--- config.mk ---
export PLATFORM = sky130hd
export DESIGN_NAME = complex_dot_product_magnitude_flat
export DESIGN_NICKNAME = d
export VERILOG_FILES = /design/src/design/cdpm_pkg.sv /design/src/design/cdpm_in_if.sv /design/src/design/cdpm_out_if.sv /design/src/design/cdpm_cfg_if.sv /design/src/design/cdpm_ctrl.sv /design/src/design/cdpm_datapath.sv /design/src/design/complex_dot_product_magnitude.sv /design/src/flat_wrapper.sv
export SDC_FILE = /design/constraint.sdc
export NUM_CORES = 2
export LEC_CHECK = 0
export ABC_AREA = 1
export BUFFER_PORTS_ARGS = -buffer_cell sky130_fd_sc_hd__buf_2
export CAP_MARGIN = 40
export CORE_ASPECT_RATIO = 1.4
export CORE_MARGIN = 10
export CORE_UTILIZATION = 60
export DETAILED_ROUTE_END_ITERATION = 10
export PLACE_DENSITY = 0.76
export REMOVE_ABC_BUFFERS = 1
export SKIP_LAST_GASP = 1
export SYNTH_ARGS = -nofsm -noshare
export SYNTH_HDL_FRONTEND = slang
export SYNTH_SLANG_ARGS = --single-unit
--- constraint.sdc ---
create_clock -name clk -period 22 [get_ports clk]
set_input_delay 0 -clock clk [delete_from_list [all_inputs] [get_ports clk]]
set_output_delay 0 -clock clk [all_outputs]
set_load 0.005 [all_outputs]
--- src/design/cdpm_pkg.sv ---
// Shared widths, register indexes and controller/datapath command types.
package cdpm_pkg;

	localparam int DATA_W      = 16;
	localparam int PROD_W      = 17;
	localparam int ACC_W       = 32;
	localparam int SQ_W        = 64;
	localparam int SCORE_W     = 32;
	localparam int ROW_NUM_W   = 21;
	localparam int DIMS_W      = 11;
	localparam int FIRST_ROW_W = 20;
	localparam int ROWS_W      = 21;
	localparam int CFG_IDX_W   = 2;
	localparam int CFG_DATA_W  = 21;
	localparam int ROOT_STEPS  = 32;
	localparam int ROOT_CNT_W  = 6;

	localparam logic [DIMS_W-1:0] DIMS_RESET = DIMS_W'(64);
	localparam logic [ROWS_W-1:0] ROWS_RESET = ROWS_W'(1);

	typedef enum logic [CFG_IDX_W-1:0] {
		CFG_DIMS_IN_USE       = 2'd0,
		CFG_FIRST_ROW         = 2'd1,
		CFG_ROWS_IN_PARTITION = 2'd2
	} cfg_index_t;

	typedef struct packed {
		logic item_ready;
		logic sq_re;
		logic sq_im;
		logic sum;
		logic root_step;
		logic load_out;
	} cmd_t;

	typedef struct packed {
		logic item_valid;
		logic row_end;
		logic root_done;
		logic out_free;
	} status_t;

endpackage

--- src/design/cdpm_in_if.sv ---
// Input element channel: row element with the matching complex query element.
interface cdpm_in_if;
	logic                                  valid;
	logic                                  ready;
	logic signed [cdpm_pkg::DATA_W-1:0]    data_value;
	logic signed [cdpm_pkg::DATA_W-1:0]    query_re;
	logic signed [cdpm_pkg::DATA_W-1:0]    query_im;

	modport source (output valid, output data_value, output query_re, output query_im,
		input ready);
	modport sink (input valid, input data_value, input query_re, input query_im,
		output ready);
endinterface

--- src/design/cdpm_out_if.sv ---
// Result channel: row score, absolute row number and flags.
interface cdpm_out_if;
	logic                                valid;
	logic                                ready;
	logic [cdpm_pkg::SCORE_W-1:0]        score;
	logic [cdpm_pkg::ROW_NUM_W-1:0]      row_number;
	logic                                last_row;
	logic                                overflowed;

	modport source (output valid, output score, output row_number, output last_row,
		output overflowed, input ready);
	modport sink (input valid, input score, input row_number, input last_row,
		input overflowed, output ready);
endinterface

--- src/design/cdpm_cfg_if.sv ---
// Configuration write channel: register index and write data.
interface cdpm_cfg_if;
	logic                                valid;
	logic                                ready;
	logic [cdpm_pkg::CFG_IDX_W-1:0]      index;
	logic [cdpm_pkg::CFG_DATA_W-1:0]     data;

	modport source (output valid, output index, output data, input ready);
	modport sink (input valid, input index, input data, output ready);
endinterface

--- src/design/cdpm_ctrl.sv ---
// Controller state machine: element intake, square and root sequencing, result load.
module cdpm_ctrl (
	input  logic              clk,
	input  logic              arst_n,
	input  cdpm_pkg::status_t st,
	output cdpm_pkg::cmd_t    cmd
);
	import cdpm_pkg::*;

	typedef enum logic [5:0] {
		ST_ACC   = 6'b000001,
		ST_DRAIN = 6'b000010,
		ST_SQ_RE = 6'b000100,
		ST_SQ_IM = 6'b001000,
		ST_SUM   = 6'b010000,
		ST_ROOT  = 6'b100000
	} state_t;

	state_t state_q;
	state_t state_d;

	always_comb begin
		state_d = state_q;
		cmd     = '0;
		unique case (state_q)
			ST_ACC: begin
				cmd.item_ready = 1'b1;
				if (st.item_valid && st.row_end) begin
					state_d = ST_DRAIN;
				end
			end
			ST_DRAIN: begin
				state_d = ST_SQ_RE;
			end
			ST_SQ_RE: begin
				cmd.sq_re = 1'b1;
				state_d   = ST_SQ_IM;
			end
			ST_SQ_IM: begin
				cmd.sq_im = 1'b1;
				state_d   = ST_SUM;
			end
			ST_SUM: begin
				cmd.sum = 1'b1;
				state_d = ST_ROOT;
			end
			ST_ROOT: begin
				if (!st.root_done) begin
					cmd.root_step = 1'b1;
				end else if (st.out_free) begin
					cmd.load_out = 1'b1;
					state_d      = ST_ACC;
				end
			end
			default: begin
				state_d = ST_ACC;
			end
		endcase
	end

	always_ff @(posedge clk or negedge arst_n) begin
		if (!arst_n) begin
			state_q <= ST_ACC;
		end else begin
			state_q <= state_d;
		end
	end

endmodule

--- src/design/cdpm_datapath.sv ---
// Datapath: config registers, counters, multiply-accumulate, squares, square root, output register.
module cdpm_datapath #(
	parameter int MAX_DIMS = 1024,
	parameter int MAX_ROWS = 1048576
) (
	input  logic              clk,
	input  logic              arst_n,
	cdpm_in_if.sink           item,
	cdpm_out_if.source        result,
	cdpm_cfg_if.sink          cfg,
	input  cdpm_pkg::cmd_t    cmd,
	output cdpm_pkg::status_t st
);
	import cdpm_pkg::*;

	localparam int EW  = $clog2(MAX_DIMS + 1);
	localparam int DCW = (EW > DIMS_W) ? EW : DIMS_W;
	localparam int RW  = $clog2(MAX_ROWS + 1);
	localparam int RCW = (RW > ROWS_W) ? RW : ROWS_W;

	logic [DIMS_W-1:0]      dims_q;
	logic [FIRST_ROW_W-1:0] first_q;
	logic [ROWS_W-1:0]      rows_q;

	logic [EW-1:0]          elem_q;
	logic [RW-1:0]          row_q;

	logic                   valid_s1;
	logic signed [PROD_W-1:0] prod_re_s1;
	logic signed [PROD_W-1:0] prod_im_s1;

	logic signed [ACC_W-1:0] acc_re_q;
	logic signed [ACC_W-1:0] acc_im_q;
	logic                    sat_q;

	logic [ROW_NUM_W-1:0]   row_num_q;
	logic                   last_q;
	logic                   ovf_q;

	logic [SQ_W-1:0]        sq_re_q;
	logic [SQ_W-1:0]        sq_im_q;
	logic [SQ_W-1:0]        x_q;
	logic [SQ_W-1:0]        res_q;
	logic [SQ_W-1:0]        bit_q;
	logic [ROOT_CNT_W-1:0]  cnt_q;

	logic                   out_valid_q;
	logic [SCORE_W-1:0]     score_q;
	logic [ROW_NUM_W-1:0]   out_row_q;
	logic                   out_last_q;
	logic                   out_ovf_q;

	logic                   take;
	logic [DCW-1:0]         dims_eff;
	logic [RCW-1:0]         rows_eff;
	logic [DCW:0]           elem_next;
	logic [RCW:0]           row_next;
	logic                   row_end;
	logic                   last_row;
	logic [RCW-1:0]         row_num_wide;
	logic signed [2*DATA_W-1:0] mul_re;
	logic signed [2*DATA_W-1:0] mul_im;
	logic signed [ACC_W:0]  sum_re;
	logic signed [ACC_W:0]  sum_im;
	logic signed [ACC_W-1:0] sq_sel;
	logic [ACC_W-1:0]       mag;
	logic [SQ_W-1:0]        sq_prod;
	logic [SQ_W-1:0]        trial;

	function automatic logic [ACC_W-1:0] sat32(input logic signed [ACC_W:0] s);
		logic [ACC_W-1:0] r;
		if (s[ACC_W] != s[ACC_W-1]) begin
			r = s[ACC_W] ? {1'b1, {(ACC_W-1){1'b0}}} : {1'b0, {(ACC_W-1){1'b1}}};
		end else begin
			r = s[ACC_W-1:0];
		end
		return r;
	endfunction

	assign take       = item.valid && cmd.item_ready;
	assign item.ready = cmd.item_ready;
	assign cfg.ready  = 1'b1;

	always_comb begin
		dims_eff = DCW'(dims_q);
		if (dims_eff == '0) begin
			dims_eff = DCW'(1);
		end else if (dims_eff > DCW'(MAX_DIMS)) begin
			dims_eff = DCW'(MAX_DIMS);
		end
		rows_eff = RCW'(rows_q);
		if (rows_eff == '0) begin
			rows_eff = RCW'(1);
		end else if (rows_eff > RCW'(MAX_ROWS)) begin
			rows_eff = RCW'(MAX_ROWS);
		end
	end

	assign elem_next    = (DCW+1)'(elem_q) + (DCW+1)'(1);
	assign row_next     = (RCW+1)'(row_q) + (RCW+1)'(1);
	assign row_end      = elem_next >= {1'b0, dims_eff};
	assign last_row     = row_next >= {1'b0, rows_eff};
	assign row_num_wide = RCW'(first_q) + RCW'(row_q);

	assign mul_re = item.data_value * item.query_re;
	assign mul_im = item.data_value * item.query_im;
	assign sum_re = {acc_re_q[ACC_W-1], acc_re_q} + (ACC_W+1)'(prod_re_s1);
	assign sum_im = {acc_im_q[ACC_W-1], acc_im_q} + (ACC_W+1)'(prod_im_s1);

	assign sq_sel  = cmd.sq_im ? acc_im_q : acc_re_q;
	assign mag     = sq_sel[ACC_W-1] ? (~sq_sel + ACC_W'(1)) : sq_sel;
	assign sq_prod = SQ_W'(mag) * SQ_W'(mag);
	assign trial   = res_q + bit_q;

	assign st.item_valid = item.valid;
	assign st.row_end    = row_end;
	assign st.root_done  = cnt_q == ROOT_CNT_W'(ROOT_STEPS);
	assign st.out_free   = !out_valid_q || result.ready;

	always_ff @(posedge clk or negedge arst_n) begin
		if (!arst_n) begin
			dims_q  <= DIMS_RESET;
			first_q <= '0;
			rows_q  <= ROWS_RESET;
		end else if (cfg.valid) begin
			unique case (cfg.index)
				CFG_DIMS_IN_USE:       dims_q  <= cfg.data[DIMS_W-1:0];
				CFG_FIRST_ROW:         first_q <= cfg.data[FIRST_ROW_W-1:0];
				CFG_ROWS_IN_PARTITION: rows_q  <= cfg.data[ROWS_W-1:0];
				default: begin
				end
			endcase
		end
	end

	always_ff @(posedge clk or negedge arst_n) begin
		if (!arst_n) begin
			elem_q   <= '0;
			row_q    <= '0;
			valid_s1 <= 1'b0;
		end else begin
			valid_s1 <= take;
			if (take) begin
				if (row_end) begin
					elem_q <= '0;
					row_q  <= last_row ? '0 : row_next[RW-1:0];
				end else begin
					elem_q <= elem_next[EW-1:0];
				end
			end
		end
	end

	always_ff @(posedge clk) begin
		if (take) begin
			prod_re_s1 <= mul_re[2*DATA_W-1:DATA_W-1];
			prod_im_s1 <= mul_im[2*DATA_W-1:DATA_W-1];
			if (row_end) begin
				row_num_q <= row_num_wide[ROW_NUM_W-1:0];
				last_q    <= last_row;
			end
		end
	end

	always_ff @(posedge clk or negedge arst_n) begin
		if (!arst_n) begin
			acc_re_q <= '0;
			acc_im_q <= '0;
			sat_q    <= 1'b0;
		end else if (cmd.sum) begin
			acc_re_q <= '0;
			acc_im_q <= '0;
			sat_q    <= 1'b0;
		end else if (valid_s1) begin
			acc_re_q <= sat32(sum_re);
			acc_im_q <= sat32(sum_im);
			if ((sum_re[ACC_W] != sum_re[ACC_W-1]) || (sum_im[ACC_W] != sum_im[ACC_W-1])) begin
				sat_q <= 1'b1;
			end
		end
	end

	always_ff @(posedge clk) begin
		if (cmd.sq_re) begin
			sq_re_q <= sq_prod;
			ovf_q   <= sat_q;
		end
		if (cmd.sq_im) begin
			sq_im_q <= sq_prod;
		end
	end

	always_ff @(posedge clk or negedge arst_n) begin
		if (!arst_n) begin
			cnt_q <= ROOT_CNT_W'(ROOT_STEPS);
		end else if (cmd.sum) begin
			cnt_q <= '0;
		end else if (cmd.root_step) begin
			cnt_q <= cnt_q + ROOT_CNT_W'(1);
		end
	end

	always_ff @(posedge clk) begin
		if (cmd.sum) begin
			x_q   <= sq_re_q + sq_im_q;
			res_q <= '0;
			bit_q <= SQ_W'(1) << (SQ_W - 2);
		end else if (cmd.root_step) begin
			if (x_q >= trial) begin
				x_q   <= x_q - trial;
				res_q <= (res_q >> 1) + bit_q;
			end else begin
				res_q <= res_q >> 1;
			end
			bit_q <= bit_q >> 2;
		end
	end

	always_ff @(posedge clk or negedge arst_n) begin
		if (!arst_n) begin
			out_valid_q <= 1'b0;
		end else if (cmd.load_out) begin
			out_valid_q <= 1'b1;
		end else if (result.ready) begin
			out_valid_q <= 1'b0;
		end
	end

	always_ff @(posedge clk) begin
		if (cmd.load_out) begin
			score_q    <= res_q[SCORE_W-1:0];
			out_row_q  <= row_num_q;
			out_last_q <= last_q;
			out_ovf_q  <= ovf_q;
		end
	end

	assign result.valid      = out_valid_q;
	assign result.score      = score_q;
	assign result.row_number = out_row_q;
	assign result.last_row   = out_last_q;
	assign result.overflowed = out_ovf_q;

endmodule

--- src/design/complex_dot_product_magnitude.sv ---
// Top level of the complex dot-product magnitude scorer.
// Elements of a row transfer at one per cycle while the controller is accumulating; after
// a row's last element come a drain step, squares of both sums, their sum, 32 one-bit root
// steps and a load that waits while the result is held; no element is taken meanwhile.
// Reset clears accumulators, element/row counters and result valid; loads config defaults.
module complex_dot_product_magnitude #(
	parameter int MAX_DIMS = 1024,
	parameter int MAX_ROWS = 1048576
) (
	input  logic       clk,
	input  logic       arst_n,
	cdpm_in_if.sink    item,
	cdpm_out_if.source result,
	cdpm_cfg_if.sink   cfg
);
	import cdpm_pkg::*;

	cmd_t    cmd;
	status_t st;

	cdpm_ctrl u_ctrl (
		.clk    (clk),
		.arst_n (arst_n),
		.st     (st),
		.cmd    (cmd)
	);

	cdpm_datapath #(
		.MAX_DIMS (MAX_DIMS),
		.MAX_ROWS (MAX_ROWS)
	) u_datapath (
		.clk    (clk),
		.arst_n (arst_n),
		.item   (item),
		.result (result),
		.cfg    (cfg),
		.cmd    (cmd),
		.st     (st)
	);

endmodule
--- src/flat_wrapper.sv ---
// flat-port wrapper written by rule: the top's interface ports become plain ports
module complex_dot_product_magnitude_flat import cdpm_pkg::*;
#(
	parameter int MAX_DIMS = 1024,
	parameter int MAX_ROWS = 1048576
)
  (clk, arst_n, item_valid, item_data_value, item_query_re, item_query_im, item_ready, result_valid, result_score, result_row_number, result_last_row, result_overflowed, result_ready, cfg_valid, cfg_index, cfg_data, cfg_ready);
  cdpm_in_if item_i ();
  cdpm_out_if result_i ();
  cdpm_cfg_if cfg_i ();
  input  logic clk;
  input  logic arst_n;
  input wire logic [$bits(item_i.valid)-1:0] item_valid;
  input wire logic [$bits(item_i.data_value)-1:0] item_data_value;
  input wire logic [$bits(item_i.query_re)-1:0] item_query_re;
  input wire logic [$bits(item_i.query_im)-1:0] item_query_im;
  output wire logic [$bits(item_i.ready)-1:0] item_ready;
  output wire logic [$bits(result_i.valid)-1:0] result_valid;
  output wire logic [$bits(result_i.score)-1:0] result_score;
  output wire logic [$bits(result_i.row_number)-1:0] result_row_number;
  output wire logic [$bits(result_i.last_row)-1:0] result_last_row;
  output wire logic [$bits(result_i.overflowed)-1:0] result_overflowed;
  input wire logic [$bits(result_i.ready)-1:0] result_ready;
  input wire logic [$bits(cfg_i.valid)-1:0] cfg_valid;
  input wire logic [$bits(cfg_i.index)-1:0] cfg_index;
  input wire logic [$bits(cfg_i.data)-1:0] cfg_data;
  output wire logic [$bits(cfg_i.ready)-1:0] cfg_ready;
  assign item_i.valid = item_valid;
  assign item_i.data_value = item_data_value;
  assign item_i.query_re = item_query_re;
  assign item_i.query_im = item_query_im;
  assign item_ready = item_i.ready;
  assign result_valid = result_i.valid;
  assign result_score = result_i.score;
  assign result_row_number = result_i.row_number;
  assign result_last_row = result_i.last_row;
  assign result_overflowed = result_i.overflowed;
  assign result_i.ready = result_ready;
  assign cfg_i.valid = cfg_valid;
  assign cfg_i.index = cfg_index;
  assign cfg_i.data = cfg_data;
  assign cfg_ready = cfg_i.ready;
  complex_dot_product_magnitude #(.MAX_DIMS(MAX_DIMS), .MAX_ROWS(MAX_ROWS)) u_core (.clk(clk), .arst_n(arst_n), .item(item_i), .result(result_i), .cfg(cfg_i));
endmodule
### Yosys cells after proc, flatten, opt, wreduce, memory -nomap -nowiden

Index checks and enable logic that the tools add are counted.

* $lt $le $gt $ge: 5
* eq/ne operators: 14
* reductions and logical operators: 20
* divide/modulo/power cells: 0
* mux-type cells: 39
* multiply operators: 3
* add/subtract/negate cells: 11
* shifts and indexed selects: 0
* bitwise logic cells: 1

Operators with widths (count)
* two-way mux 32 bit: 10
* two-way mux 64 bit: 4
* adder 32 x 17 -> 33 bit: 2
* adder 63 x 63 -> 64 bit: 1
* adder 64 x 63 -> 64 bit: 1
* adder 64 bit: 1
* greater-or-equal comparator 64 bit: 1
* multiplier 16 x 16 -> 32 bit: 2
* multiplier 32 x 32 -> 64 bit: 1
* subtractor 64 bit: 1
* two-way mux 21 bit: 3
* case mux 6 bit (6 select lines): 1
* two-way mux 11 bit: 3
* adder 32 x 2 -> 32 bit, second input constant: 1
* inverter 32 bit: 1
* two-way mux 6 bit: 5
* adder 21 x 1 -> 22 bit, second input constant: 1
* greater-or-equal comparator 22 x 21 -> 1 bit: 1
* adder 20 x 21 -> 21 bit: 1
* > comparator 21 bit, second input constant: 1
* zero test 21 bit: 1
* adder 11 x 1 -> 12 bit, second input constant: 1
* equality test 6 bit, second input constant: 2
* greater-or-equal comparator 12 x 11 -> 1 bit: 1
* other kinds (22): 46

* bits in writable memories: 0
* output and inout port bits: 58
* memories: 0
* bits in read-only memories: 0
* flip-flop bits (word level): 563
* bits in latches: 0

### Longest topological paths before layout

* depth in word-level cells: 7
* depth in mapped cells: 48
* depth with buffers taken out: 47

### Hierarchy

From an unflattened synthesis, not the netlist that was laid out.

* cell total of the unflattened synthesis: 12357
* area, all modules: 93569.7 µm²

By module, submodules not included
* cdpm_datapath: cells each 12304, area each 93209.4 µm², seq. area each 14923.1 µm², instances 1
* cdpm_ctrl: cells each 53, area each 360.3 µm², seq. area each 151.4 µm², instances 1

### Worst setup path before layout

Ideal clock, no wire load.

* kind: register to register
* start point: register u_core.u_ctrl.state_q[5]
* end point: register u_core.u_datapath.sq_im_q[40], data pin
* slack: 12638 ps
* buffers on the path: 3
* setup time: 269 ps
* arrival: 9093 ps
* stages on the path, launching flop included: 45
* required time: 21731 ps
* cells stage by stage: dfrtp_1 -> nor2_4 -> nand3_4 -> buf_6 -> inv_1 -> nand2_1 -> nand2_1 -> nor2_1 -> nand2_2 -> nor2_4 -> nand2_1 -> nand2_1 -> nand2_1 -> nand2_1 -> buf_2 -> inv_2 -> buf_2 -> nand2_1 -> [... 9 more ...] -> fa_1 -> inv_1 -> fa_1 -> inv_1 -> fa_1 -> inv_1 -> ha_1 -> nand2_1 -> nor2_1 -> inv_1 -> nor2_1 -> inv_1 -> nor4_1 -> a21oi_1 -> inv_1 -> a21oi_1 -> o21ai_0 -> xor2_1

* cells in the longest elaborated chain, start to end: 7

RTL lines
* start: declaration: RTL line cdpm_ctrl.sv:19 `state_t state_q;`
* start signal: assignment: RTL line cdpm_ctrl.sv:65 `state_q <= state_d;`
* equality test 6 x 4 -> 1 bit (*): RTL line cdpm_ctrl.sv:25 `unique case (state_q)`
* two-way mux 1 bit (*): RTL line cdpm_ctrl.sv:25
* two-way mux 32 bit (*): RTL line cdpm_datapath.sv:110 `assign sq_sel = cmd.sq_im ? acc_im_q : acc_re_q;`
* inverter 32 bit: RTL line cdpm_datapath.sv:111 `assign mag = sq_sel[ACC_W-1] ? (~sq_sel + ACC_W'(1)) : sq_sel;`
* adder 32 x 2 -> 32 bit: RTL line cdpm_datapath.sv:111
* two-way mux 32 bit (*): RTL line cdpm_datapath.sv:111
* multiplier 32 x 32 -> 64 bit (*): RTL line cdpm_datapath.sv:112 `assign sq_prod = SQ_W'(mag) * SQ_W'(mag);`
* via u_core.u_datapath.sq_prod[40]: RTL line cdpm_datapath.sv:67 `logic [SQ_W-1:0] sq_prod;`
* end signal: assignment: RTL line cdpm_datapath.sv:189 `sq_im_q <= sq_prod;`
* end: declaration: RTL line cdpm_datapath.sv:41 `logic [SQ_W-1:0] sq_im_q;`

Mark *: on every way through the listed nets, which the timed path passes. The rest lies on a longest branch.
A chain may end at the register's enable or synchronous reset.

### Worst setup path after layout

* start point: register u_core.u_ctrl.state_q[4]
* end point: register u_core.u_datapath.sq_im_q[61], data pin

Same word-level chain as after synthesis.

==> results.rst <==
.. list-table::
   :header-rows: 1

   * - Metric
     - Value
   * - Status
     - complete, no violations
   * - Width of the chip
     - 351 um
   * - Worst endpoint data arrival time
     - about 12000 ps
   * - Cell types with the largest area share after synthesis
     - sky130_fd_sc_hd__fa_1 29%, sky130_fd_sc_hd__inv_1 11%, sky130_fd_sc_hd__ha_1 10%
   * - Average wire length per cell after detail routing
     - around 22 um
   * - Yosys reg bits
     - roughly 560
   * - GPL Wtd Cong
     - 1.03
   * - Sequential cell area in the final layout
     - 0.0151 sq mm
   * - Clk sink count
     - 561
   * - Largest stage delay on the critical path
     - 730 ps
   * - Post-Place Cell Area
     - 0.0946 sq mm
   * - Area of the core
     - 0.153 sq mm
   * - Commonest register cell after synthesis
     - sky130_fd_sc_hd__edfxtp_1
   * - DR iter-0 viols
     - 6541
   * - Clock Skew
     - roughly 61 ps
   * - Filler instances
     - approximately 14k
   * - Wire length of the first global-routing pass
     - 472 mm
   * - Maximum level of the CTS H-tree
     - 2
   * - Cell seen most often among critical-path stages
     - sky130_fd_sc_hd__fa_1
   * - Actual transition at the worst max-transition pin
     - between 900 and 1000 ps
   * - HPWL after DPL
     - 249 mm
   * - TritonCTS clock tree
     - done
   * - Endpoints failing hold
     - 0
   * - Initial Utilization
     - 0.602
   * - WS Path Type
     - flop to flop
   * - Vertical die dimension
     - 483 um
   * - Vias in the first global route
     - between 80k and 90k
   * - Clock network latency to the later pin of the worst-skew pair
     - 710 ps
   * - Number of antenna violations at the first check in global routing
     - 9
   * - Drt drc
     - 0
   * - Number of enable flip-flop cells after synthesis
     - 302
   * - Final setup TNS
     - 0 ps
   * - Portion of synthesized cell area occupied by the leading cell type
     - 0.287
   * - Via count
     - 80.4k
   * - Post-synthesis cell type count
     - 66
   * - Data required time at the worst endpoint
     - 22390 ps
   * - Number of instances in the synthesized netlist
     - between 10k and 15k
   * - Largest area contributor in the netlist
     - sky130_fd_sc_hd__fa_1
   * - Mapped Avg Cell Area
     - slightly below 8 sq um
   * - Final critical-path required period
     - 11140 ps
   * - Clock transition at the registers of the reported paths
     - 70 ps
   * - Slew HR
     - 0.334
   * - Maximum clock path buffer count
     - 3
   * - Setup fix buffers added after clock tree synthesis
     - 0
   * - Global-route usage over all layers
     - 0.359
   * - Post-detailed-route count of antenna-violating nets
     - 0
   * - Count of cells resized by post-cts repair
     - 0
   * - Root Buffer
     - sky130_fd_sc_hd__clkbuf_16
   * - Critical Path Slowest Stage Cell
     - sky130_fd_sc_hd__inv_2
   * - Maximum clock frequency
     - 89.7 MHz
   * - Synth-to-Final Area Change
     - 5.47%
   * - Largest net degree at the start of global routing
     - between 60 and 70
   * - RSZ-0062 raised after global routing
     - no
   * - Ys Warns
     - 0
   * - Critical Path Source Type
     - flop
   * - TritonRoute pass-1 iters
     - 9
   * - Post-cts hold buffer count
     - 35
   * - Sequential-to-total area share from yosys stat
     - 0.164
   * - Standard-cell rows
     - between 150 and 200
   * - I/O pin total
     - 134
   * - Avg Vias per Cell
     - 5.76
   * - Final critical-path share of the clock period
     - 0.506
   * - Leading post-synthesis cells by instance count
     - 2767 x sky130_fd_sc_hd__inv_1, 2312 x sky130_fd_sc_hd__nand2_1, 1320 x sky130_fd_sc_hd__fa_1, 1023 x sky130_fd_sc_hd__nor2_1, 761 x sky130_fd_sc_hd__o21ai_0
   * - Ys async rst share
     - 0.291
   * - Die ar.
     - between 0.15 and 0.2 sq mm
   * - Number of buffers added by the clock tree synthesis step
     - 55
   * - Number of max-capacitance violations reported
     - 0
   * - Crit. End Element
     - flop
   * - Worst Path Max Fanout
     - 46
   * - Area of the mapped netlist
     - 0.0920 sq mm
   * - Buffers added on ports
     - 132
   * - Class of the most critical hold timing path
     - primary input to flop
   * - Number of nets in the layout
     - 14.1k
   * - Share of final-layout standard cells stronger than drive strength 1
     - 0.0378
   * - Final instance area
     - 0.0970 sq mm
   * - Multi-input logic area
     - about 0.065 sq mm
   * - Max Slew Vio Count
     - 0
   * - Final wirelength
     - around 300 mm
   * - Count leader, synth
     - sky130_fd_sc_hd__inv_1
   * - Total congestion overflow after global routing
     - 0
   * - Endpoints failing setup
     - 0
-- placed cells by master (no fill, tap or decap), types with 11 or more instances in the layout --
master                          instances
sky130_fd_sc_hd__a21boi_0              26
sky130_fd_sc_hd__clkbuf_16             59
sky130_fd_sc_hd__fa_1                1320
sky130_fd_sc_hd__dlygate4sd3_1         34
sky130_fd_sc_hd__nor4_1                38
sky130_fd_sc_hd__buf_4                 62
sky130_fd_sc_hd__nand3b_1              27
sky130_fd_sc_hd__o22ai_1               42
sky130_fd_sc_hd__xnor2_1              109
sky130_fd_sc_hd__nand4_1              107
sky130_fd_sc_hd__o211ai_1              25
sky130_fd_sc_hd__a31oi_1               62
sky130_fd_sc_hd__nand3_1              356
sky130_fd_sc_hd__ha_1                 753
sky130_fd_sc_hd__xor2_1               239
sky130_fd_sc_hd__conb_1                25
sky130_fd_sc_hd__o21a_1                19
sky130_fd_sc_hd__nand2_2               13
sky130_fd_sc_hd__o21bai_1              62
sky130_fd_sc_hd__nand2_1             2310
sky130_fd_sc_hd__a21o_1                69
sky130_fd_sc_hd__buf_2                138
sky130_fd_sc_hd__inv_1               2766
sky130_fd_sc_hd__dfrtp_1              159
sky130_fd_sc_hd__dfxtp_1               96
sky130_fd_sc_hd__or2_2                 17
sky130_fd_sc_hd__o21ai_1               11
sky130_fd_sc_hd__o21ai_0              761
sky130_fd_sc_hd__a21oi_1              613
sky130_fd_sc_hd__nor2_1              1021
sky130_fd_sc_hd__inv_2                 46
sky130_fd_sc_hd__clkinv_1              11
sky130_fd_sc_hd__nor3_1                93
sky130_fd_sc_hd__nor2_2                42
sky130_fd_sc_hd__edfxtp_1             302
sky130_fd_sc_hd__and3_1                13
-- per-layer routing --
metal / global-route usage / vias up / routed length, um
li1: - / 36800 / -
met5: 0 / - / 27
met3: 0.0504 / 1198 / 20700
met2: 0.621 / 3505 / 149000
met4: 0.249 / 4 / 25700
met1: 0.407 / 38900 / 108000
-- cell type report --
type	count	share of cell area
diodes	5	0.000129
clock buffers	70	0.0161
clock inverters	33	0.00468
inverters	2818	0.109
multi-input cells	8252	0.672
flip-flops and latches	561	0.155
well taps	1978	0.0255
repair buffers	244	0.0173
-- critical path: cells and delay by family, from the launching register on --
kind	cells	cell delay (ps)
simple gates	15	3460
xor+xnor	1	190
compound gates	2	450
buf+inv	7	1480
fa+ha+maj	10	4790
flops	1	430
-- path summary, 6_finish.rpt --
| path | to | start | slack [ps] | cells after the start |
|---|---|---|---|---|
| worst min-delay path | u_core.u_datapath.dims_q[6] | cfg_valid | 100 | 3 |
| worst max register to register | u_core.u_datapath.sq_im_q[61] | u_core.u_ctrl.state_q[4] | 10860 | 35 |
| max in group asynchronous | u_core.u_datapath.acc_im_q[25] | arst_n | 20430 | 5 |
| worst min register to register | u_core.u_datapath.result.overflowed | u_core.u_datapath.ovf_q | 390 | 0 |
| worst max-delay path | u_core.u_datapath.sq_im_q[61] | u_core.u_ctrl.state_q[4] | 10860 | 35 |
| min in group asynchronous | u_core.u_datapath.dims_q[6] | arst_n | 360 | 3 |
-- flip-flops by register name, indices dropped and copies added, names as in the netlist, 17 cells and up --
register,flops
u_core.u_datapath.first_q,20
u_core.u_datapath.result.score,32
u_core.u_datapath.x_q,64
u_core.u_datapath.sq_re_q,63
u_core.u_datapath.row_q,21
u_core.u_datapath.row_num_q,21
u_core.u_datapath.acc_im_q,32
u_core.u_datapath.rows_q,21
u_core.u_datapath.sq_im_q,63
u_core.u_datapath.bit_q,32
u_core.u_datapath.res_q,64
u_core.u_datapath.acc_re_q,32
u_core.u_datapath.prod_im_s1,17
u_core.u_datapath.prod_re_s1,17
u_core.u_datapath.result.row_number,21
-- metrics by stage --
step | worst slack [ps] | util | hold slack [ps] | std cells
detailed placement | 11080 | 0.619 | -12.4 | 13800
global placement | 11280 | 0.618 | 209 | 13800
global route | 10290 | 0.634 | 130 | 14000
floorplan | 11930 | - | -296 | 11600
finish | 10860 | 0.634 | 97.1 | 14000
CTS | 11030 | 0.634 | 43.9 | 14000
-- kinds of logic (layout without fill, tap and decap cells) --
group | Yosys count | count (layout) | synth area share
simple gates | 4066 | 4066 | 0.181
buf+inv | 3105 | 3165 | 0.129
fa+ha+maj | 2073 | 2073 | 0.390
compound gates | 1738 | 1738 | 0.103
flops | 561 | 561 | 0.164
xor+xnor | 349 | 349 | 0.0333
other cells | 2 | 30 | 0.0000816
mux | 1 | 1 | 0.000109
Power is not shown: default switching activity piles up to over one toggle a cycle in this logic, so the estimate is an artifact.
